--- src/hdl/aids_pkg.sv ---
// shared types, codes and helpers for the array insert/delete/search block
// no dependencies; the other design files and the testbench refer to this package by scoped names
package aids_pkg;

  // request mode codes
  localparam logic [1:0] MODE_INSERT = 2'd0;
  localparam logic [1:0] MODE_DELETE = 2'd1;
  localparam logic [1:0] MODE_SEARCH = 2'd2;
  localparam logic [1:0] MODE_CLEAR  = 2'd3;

  // result status codes
  localparam logic [1:0] STATUS_OK    = 2'd0;
  localparam logic [1:0] STATUS_RANGE = 2'd1;
  localparam logic [1:0] STATUS_FULL  = 2'd2;

  // controller states
  typedef enum logic [1:0] {
    ST_IDLE,
    ST_EXEC,
    ST_SEARCH,
    ST_LOAD
  } state_e;

  // command broadcast to every cell of the row
  typedef struct packed {
    logic ins;  // open a gap at the position and write the key
    logic del;  // close the gap at the position
    logic cmp;  // compare the stored word with the key
  } cell_ctrl_t;

  // number of registered levels of a fan-in-8 OR tree over n flags
  function automatic int tree_levels(input int n);
    int lv;
    begin
      lv = ($clog2(n) + 2) / 3;
      if (lv < 1) lv = 1;
      return lv;
    end
  endfunction

endpackage

--- src/hdl/aids_or_tree.sv ---
// registered fan-in-8 OR tree that folds the per-cell match flags
// depends on aids_pkg for the level count
module aids_or_tree #(
  parameter int N = 64
) (
  input  logic         clk_i,
  input  logic [N-1:0] flags_i,
  output logic         any_o
);

  localparam int LEVELS = aids_pkg::tree_levels(N);
  localparam int PAD    = 1 << (3 * LEVELS);
  localparam int GROUPS = PAD / 8;

  logic [PAD-1:0] src   [LEVELS];
  logic [PAD-1:0] lvl_q [LEVELS];

  // level inputs: padded flags, then the previous level
  always_comb begin
    src[0] = PAD'(flags_i);
    for (int k = 1; k < LEVELS; k++) begin
      src[k] = lvl_q[k-1];
    end
  end

  // each level ORs groups of eight into one bit
  always_ff @(posedge clk_i) begin
    for (int k = 0; k < LEVELS; k++) begin
      for (int j = 0; j < PAD; j++) begin
        if (j < GROUPS) begin
          lvl_q[k][j] <= |src[k][8*j +: 8];
        end else begin
          lvl_q[k][j] <= 1'b0;
        end
      end
    end
  end

  assign any_o = lvl_q[LEVELS-1][0];

endmodule

--- config.mk ---
export PLATFORM = sky130hd
export DESIGN_NAME = aids_or_tree
export DESIGN_NICKNAME = d
export VERILOG_FILES = /design/src/hdl/aids_pkg.sv /design/src/hdl/aids_or_tree.sv
export SDC_FILE = /design/constraint.sdc
export NUM_CORES = 1
export LEC_CHECK = 0
export BUFFER_PORTS_ARGS = -buffer_cell sky130_fd_sc_hd__clkbuf_2
export CAP_MARGIN = 15
export CORE_UTILIZATION = 25
export DETAILED_ROUTE_END_ITERATION = 8
export GPL_TIMING_DRIVEN = 0
export PLACE_DENSITY = 0.87
export SYNTH_ARGS = -nofsm -noshare
export SYNTH_HDL_FRONTEND = slang
export SYNTH_SLANG_ARGS = --single-unit
--- constraint.sdc ---
create_clock -name clk_i -period 1.7 [get_ports clk_i]
set_input_delay 0.255 -clock clk_i [delete_from_list [all_inputs] [get_ports clk_i]]
set_output_delay 0.255 -clock clk_i [all_outputs]
set_load 0.01 [all_outputs]
==> out/summary.txt <==
Worst Tran Pin Value: 260 ps
Critical Path Stages: 1
# resized after CTS: 0
First-pass GRT wire length: 1510 um
Syn Area/Cell: 9.07 sq um
Clk network pwr share: 34.8%
Port bufs: 65
Hold depth: 3
Worst Path Required: 1440 ps
Buf/Inv on CP: 1
Hold-fix buffers at CTS: 0
Horiz. Die Dim: 38.1 um
GP Congestion: 0.673
Gate power share: 17.5%
Tmin final: 928 ps
Fillcell total: 96
Top reg by flops: lvl_q
Die H: 38.1 um
Final number of setup-violating endpoints: 0
Synthesized area: 327 sq um
Multi-input logic area: 146 sq um
Synthesis-stage register bit count: 9
Register area share after synthesis: 55.2%
Final Max Slew Viols: 0
Critical Path Slowest Stage Cell: dfxtp_1
Placed cells: 115
Commonest cells post-synth: nor4_1, dfxtp_1, nand2_1
Clock Tree Root: clkbuf_4
Antenna cells: 0
Synthesis-to-layout area growth: 113%
Ys flop type: dfxtp_1
Delay-heaviest family, CP: flip-flops
Most numerous cell in the Yosys netlist: nor4_1
Starting DRC count in detailed routing: 1
Cell internal pwr: 0.357 mW
Synthesized netlist cell count: 36
Largest net degree at the start of global routing: 6
Routed wire length: 1010 um
Crit Path Class: reg2out
CP Capture Type: primary output
Fin nets: 171
Final Hold Viols: 0
Setup Buffers After CTS: 0
Die area: 1450 sq um
Top cell type's share of synthesized area: 55.2%
PD cells: 639 nW/um^2
Element type at the critical path start: flop
Outcome: completed
Vias per inst: 4.59
Routed met3 length: 115 um
Crit share post-route: 54.6%
Hold Path Class: in2reg
Layout Cells excl Fill: 119
Main area contributors after synthesis: dfxtp_1, nor4_1, nand2_1
Post-layout util: 60.2%
RSZ-0062 raised after global routing: false
Synth warnings: 0
CP max stage delay: 300 ps
Max layer used: met3
Post-synth EDFFs: 0
Routed length per instance: 8.51 um
Clock sink count: 9
Sw frac: 19.6%
Area of the core: 1160 sq um
Via count: 546
Max transition margin: 82.5%
Library cells used by synthesis: 3
Reg2Reg Depth: 2
Synth Net Count: 101
Post-synth top area cell: dfxtp_1
Post-route cell area: 696 sq um
CTS tree: done
FF+latch area: 180 sq um
Met2 WL post-DR: 578 um
CP Max Fanout: 1
Drt drc: 0
Leak: 0.366 nW
Max-cap viol count: 0
Crit path cell chain: clkbuf_2
Largest regs: lvl_q x9
Share of synthesized registers carrying an async set or reset: 0%
Largest register FFs: 9
DR pass1 iterations: 2
Core Rows: 12
Starting Density: 28.2%
CTS clk-pin slew, worst paths: 60 ps
Sw Pwr: 0.0870 mW
VDD IR max: 0.519 mV
Antenna Nets Post-Route: 0
GRT overflow: 0
Wire length on met1: 319 um
CTS H-tree depth: 1
TNS Setup: 0 ps
Maximum buffer depth of the clock tree: 2
Post-Place Cell Area: 669 sq um
Max Clock Skew: 2.57 ps
Global Route Usage Sum: 15.7%
Share of power burned in registers: 47.7%
F_max: 1080 MHz
Insertion delay to the later sink of the worst-skew pair: 250 ps
Share of cells above drive strength 1: 64.8%
Total CTS buffers: 3
Initial antenna violation count: 0
WP data arrival: 670 ps
Vias in the first global route: 455
IO Count: 66
worst min-delay path, stage by stage:
cell	delay [ps]
clkbuf_2	80
nor4_1	30
nand2_1	40
cell families after synthesis:
logic type and share of synthesized area [%]:
DFF 55.2, and+or+nand+nor 44.8
cells in the final DEF, fill, tap and decap left out, drive strengths merged:
master / instances
clkbuf: 69
nor4: 18
nand2: 9
dfxtp: 9
layout make-up:
class,count,share of cell area [%]
clock buffers,4,3.78
multi-input cells,27,21.0
flip-flops and latches,9,25.9
well taps,14,2.52
repair buffers,65,46.8
power groups by stage:
stage                     Clock [mW]  Combinational [mW]  Sequential [mW]
after global placement             0              0.0756            0.216
after floorplan                    0             0.00709            0.216
after CTS                      0.163              0.0788            0.212
after detailed placement           0              0.0784            0.216
after global routing           0.177              0.0865            0.212
final                          0.155              0.0779            0.212
worst paths after layout:
kind	slack, ps	to	startpoint
worst max-delay path	770	any_o	lvl_q[1][0]
worst min-delay path	180	lvl_q[0][0]	flags_i[6]
worst max register to register	960	lvl_q[1][0]	lvl_q[0][5]
worst min register to register	400	lvl_q[1][0]	lvl_q[0][2]
stage by stage:
stage / setup slack, ps / total power, mW / hold slack (ps)
finish: 772 / 0.444 / 181
global route: 729 / 0.475 / 174
CTS: 757 / 0.453 / 175
detailed placement: 860 / 0.295 / 395
global placement: 879 / 0.292 / 394
floorplan: 991 / 0.223 / 346
per-layer routing:
| metal | global-route usage [%] | up-vias |
|---|---|---|
| met4 | 5.36 | 0 |
| met5 | 0 | - |
| li1 | - | 282 |
| met2 | 28.4 | 34 |
| met1 | 13.4 | 230 |
| met3 | 10.5 | 0 |
Power figures use the tool's default switching activity.
