File: src/hdl/aids_pkg.sv
// shared types, codes and helpers for the array insert/delete/search block
// no dependencies; the other design files and the testbench refer to this package by scoped names
package aids_pkg;

  // request mode codes
  localparam logic [1:0] MODE_INSERT = 2'd0;
  localparam logic [1:0] MODE_DELETE = 2'd1;
  localparam logic [1:0] MODE_SEARCH = 2'd2;
  localparam logic [1:0] MODE_CLEAR  = 2'd3;

  // result status codes
  localparam logic [1:0] STATUS_OK    = 2'd0;
  localparam logic [1:0] STATUS_RANGE = 2'd1;
  localparam logic [1:0] STATUS_FULL  = 2'd2;

  // controller states
  typedef enum logic [1:0] {
    ST_IDLE,
    ST_EXEC,
    ST_SEARCH,
    ST_LOAD
  } state_e;

  // command broadcast to every cell of the row
  typedef struct packed {
    logic ins;  // open a gap at the position and write the key
    logic del;  // close the gap at the position
    logic cmp;  // compare the stored word with the key
  } cell_ctrl_t;

  // number of registered levels of a fan-in-8 OR tree over n flags
  function automatic int tree_levels(input int n);
    int lv;
    begin
      lv = ($clog2(n) + 2) / 3;
      if (lv < 1) lv = 1;
      return lv;
    end
  endfunction

endpackage

File: src/hdl/aids_cell.sv
// one table slot: holds a word, shifts with its neighbors, compares with the key
// depends on aids_pkg
module aids_cell #(
  parameter int WORD_BITS = 32
) (
  input  logic                   clk_i,
  input  aids_pkg::cell_ctrl_t   ctrl_i,
  input  logic                   past_pos_i,
  input  logic                   at_pos_i,
  input  logic                   live_i,
  input  logic [WORD_BITS-1:0]   key_i,
  input  logic [WORD_BITS-1:0]   left_i,
  input  logic [WORD_BITS-1:0]   right_i,
  output logic [WORD_BITS-1:0]   word_o,
  output logic                   match_o
);

  logic [WORD_BITS-1:0] word_q, word_d;
  logic                 match_q, match_d;

  // next stored word from the broadcast command
  always_comb begin
    word_d = word_q;
    if (ctrl_i.ins) begin
      if (past_pos_i) begin
        word_d = left_i;
      end else if (at_pos_i) begin
        word_d = key_i;
      end
    end else if (ctrl_i.del) begin
      if (past_pos_i || at_pos_i) begin
        word_d = right_i;
      end
    end
  end

  // match flag, only for slots holding a live entry
  always_comb begin
    match_d = match_q;
    if (ctrl_i.cmp) begin
      match_d = live_i && (word_q == key_i);
    end
  end

  always_ff @(posedge clk_i) begin
    word_q  <= word_d;
    match_q <= match_d;
  end

  assign word_o  = word_q;
  assign match_o = match_q;

endmodule

File: config.mk
export PLATFORM = sky130hd
export DESIGN_NAME = aids_cell
export DESIGN_NICKNAME = d
export VERILOG_FILES = /design/src/hdl/aids_pkg.sv /design/src/hdl/aids_cell.sv
export SDC_FILE = /design/constraint.sdc
export NUM_CORES = 1
export LEC_CHECK = 0
export BUFFER_PORTS_ARGS = -buffer_cell sky130_fd_sc_hd__buf_2
export CORE_AREA = 2 2 77 72
export DETAILED_ROUTE_END_ITERATION = 12
export DIE_AREA = 0 0 79 74
export PLACE_DENSITY = 0.78
export SLEW_MARGIN = 5
export SYNTH_ARGS = -nofsm -noshare
export SYNTH_HDL_FRONTEND = slang
export SYNTH_SLANG_ARGS = --single-unit
export TNS_END_PERCENT = 5
File: constraint.sdc
create_clock -name clk_i -period 2.61 [get_ports clk_i]
set_input_delay 0.261 -clock clk_i [delete_from_list [all_inputs] [get_ports clk_i]]
set_output_delay 0.261 -clock clk_i [all_outputs]
set_load 0.05 [all_outputs]
==> reports/summary.json <==
{
  "detailed_routing": {
    "postRouteWirelength_um": 5406,
    "drt_iter0_markers": 70,
    "route.detailed.vias_per_inst": 4.865,
    "wl_per_cell_um": 13.79,
    "vias": 1907,
    "ant_nets": 0,
    "drt_drc_violations_left": 0,
    "drt_first_pass_iters": 5
  },
  "global_routing": {
    "grt.total_usage_pct": 18.13,
    "first_global_vias": 1755,
    "grt_max_degree": 36,
    "wire_length_of_the_first_global_routing_pass_um": 8211,
    "antenna_found_initial": 0,
    "global_route.overflow_total": 0
  },
  "clocking": {
    "worstSkewPairLatency_ps": 280,
    "tritoncts.num_buffers": 5,
    "root_buffer": "clkbuf_8",
    "clock_tree_from_tritoncts": "built",
    "ctsHtreeMaxLevel": 2,
    "cts.reportedPaths.clkPinSlew_ps": 70,
    "clockBufferDepth": 2,
    "ctsResizeCount": 0,
    "holdBufCountCts": 0,
    "clock_sinks": 33,
    "post-cts-setup-buffer-count": 0
  },
  "setup_path": {
    "critPathArrivalTime_ps": 1660,
    "endpoint_kind": "flip-flop",
    "cp_cell_sequence": "xor2_1 > nor4_2 > nand4_1 > nor4b_2",
    "setup.worst_path.start_class": "flip-flop",
    "critical_path_peak_fanout": 2,
    "critical_path_class": "reg -> reg",
    "required_worst_endpoint_ps": 2720,
    "critical-path-slowest-cell": "edfxtp_1",
    "cpPeakStageDelay_ps": 400
  },
  "logic_synthesis": {
    "synth.yosys.seq_area_share_pct": 48.44,
    "netlist_instances": 188,
    "synth_cell_types": 20,
    "post-synth-top-area-cell": "edfxtp_1",
    "synth_warnings": 0,
    "syn-cell-area_um2": 2046,
    "synth-seq-cells": 33,
    "synth.avg_cell_area_um2": 10.88,
    "yosys-top-cells-area": "edfxtp_1 (48%), mux2i_1 (16%), xor2_1 (12%), a21oi_1 (8.1%), nor2_1 (5.9%)",
    "syn_nets": 291,
    "synth_top_area_share_pct": 48.44
  },
  "run_status": {
    "status": "completed"
  },
  "final_layout": {
    "final_cells": 392,
    "num_antenna_cells": 0,
    "fillCellCount": 459,
    "layout.cells.most_common": "buf_2",
    "syn_to_final_growth_pct": 40.43,
    "layout.nets": 427,
    "final_cell_mix": "buf_2 (135), a21oi_1 (33), edfxtp_1 (33)",
    "layout_cells_sized_above_1_pct": 46.77
  },
  "sta": {
    "maxClockFrequency_ghz": 0.6429,
    "setup_viol": 0,
    "fin_worst_skew_ps": 4.623,
    "drv_slew": 0,
    "finalSetupTns_ps": 0,
    "worst_rel_slew_slack_pct": 59.73,
    "final_min_period_over_clock_period_pct": 59.60,
    "tightest_slew_ps": 604.0,
    "grt_setup_unrepaired": "no",
    "fin_crit_ps": 1555,
    "final_hold_viol_count": 0
  },
  "floorplanning": {
    "die_area_um2": 5846,
    "coreArea_um2": 5067,
    "start_util_pct": 40.37,
    "num_rows": 25,
    "io-pin-count": 136,
    "die-width_um": 79,
    "die_height_um": 74
  },
  "power": {
    "power.static_leakage_nw": 1.377,
    "vdd_drop_max_uv": 307.0,
    "powerDensity_nw_per_um2": 576.4
  },
  "placement": {
    "placedCellCount": 384,
    "place.detailed.hpwl_um": 4286,
    "globalplace.congestion": 0.8557,
    "port_buffers": 135
  },
  "job": {
    "timing.max_cap.violations": 0
  },
  "min_path": {
    "worst_hold_path_type": "in -> reg"
  }
}
## worst max-delay path, delay by kind of cell (launching register included)
kind,cells,cell delay (ps)
xor gates and xnor gates,1,160
DFF,1,400
and+or+nand+nor,3,830
## worst paths after layout
path | startpoint | slack [ps] | end | cells past startpoint
hold / removal | ctrl_i[0] | 190 | match_o | 1
setup reg to reg | word_o[24] | 1050 | match_o | 4
hold reg to reg | word_o[15] | 750 | match_o | 3
setup / recovery | word_o[24] | 1050 | match_o | 4
## metal layers
layer	GRT usage (%)	wire [µm]
met1	23.36	2240
met2	30.60	2625
met3	5.583	495
met4	3.831	44
met5	0	0
## synthesized netlist by cell type
cell type and number:
xnor2_1 1, mux2i_1 32, a21oi_1 33, a22oi_1 1, inv_1 3, clkbuf_1 2
edfxtp_1 33, buf_1 4, o22a_1 1, nor4b_2 1, nor2_1 32, buf_4 2
nand4_1 2, nor4_2 4, nor4_1 3, xor2_1 28, buf_2 3, nand2_1 1
o221ai_1 1, nand2b_1 1
## state kept, by name (all words and copies together), names as in the netlist
register	flops
match_o	1
word_o	32
## cell families after synthesis
kind of cell / after synthesis / share of synthesized area, %
muxes: 32 / 15.66
AOI/OAI and AO/OA: 36 / 9.297
buffers and inverters: 14 / 3.119
xor gates and xnor gates: 29 / 12.42
and+or+nand+nor: 44 / 11.07
DFF: 33 / 48.44
## final cells by class
type / instances / area [µm²] / share of cell area [%]
Sequential cell: 33 / 991.0 / 34.49
Multi-Input combinational cell: 141 / 991.0 / 34.49
Timing Repair Buffer: 140 / 713.2 / 24.83
Tap cell: 67 / 83.83 / 2.918
Clock buffer: 6 / 72.57 / 2.526
Inverter: 3 / 11.26 / 0.3920
Clock inverter: 2 / 10.01 / 0.3484
## stage by stage
step	util (%)	hold WS [ps]	power, mW	instance area (µm²)	setup WS, ps
2_1_floorplan	-	373.5	1.114	2046	679.1
3_3_place_gp	55.06	472.7	1.296	2790	1027
3_5_place_dp	55.06	467.8	1.305	2790	993.7
4_1_cts	56.69	176.0	1.675	2873	1011
5_1_grt	56.69	169.1	1.738	2873	940.4
6_report	56.69	185.7	1.656	2873	1055
## where the power goes
part	total [mW]	switching (mW)	internal [mW]	leakage [nW]
logic	0.581	0.397	0.185	1.00
clock network	0.366	0.181	0.185	0.0450
registers	0.709	0.0426	0.666	0.327
(Power assumes the default switching activity.)
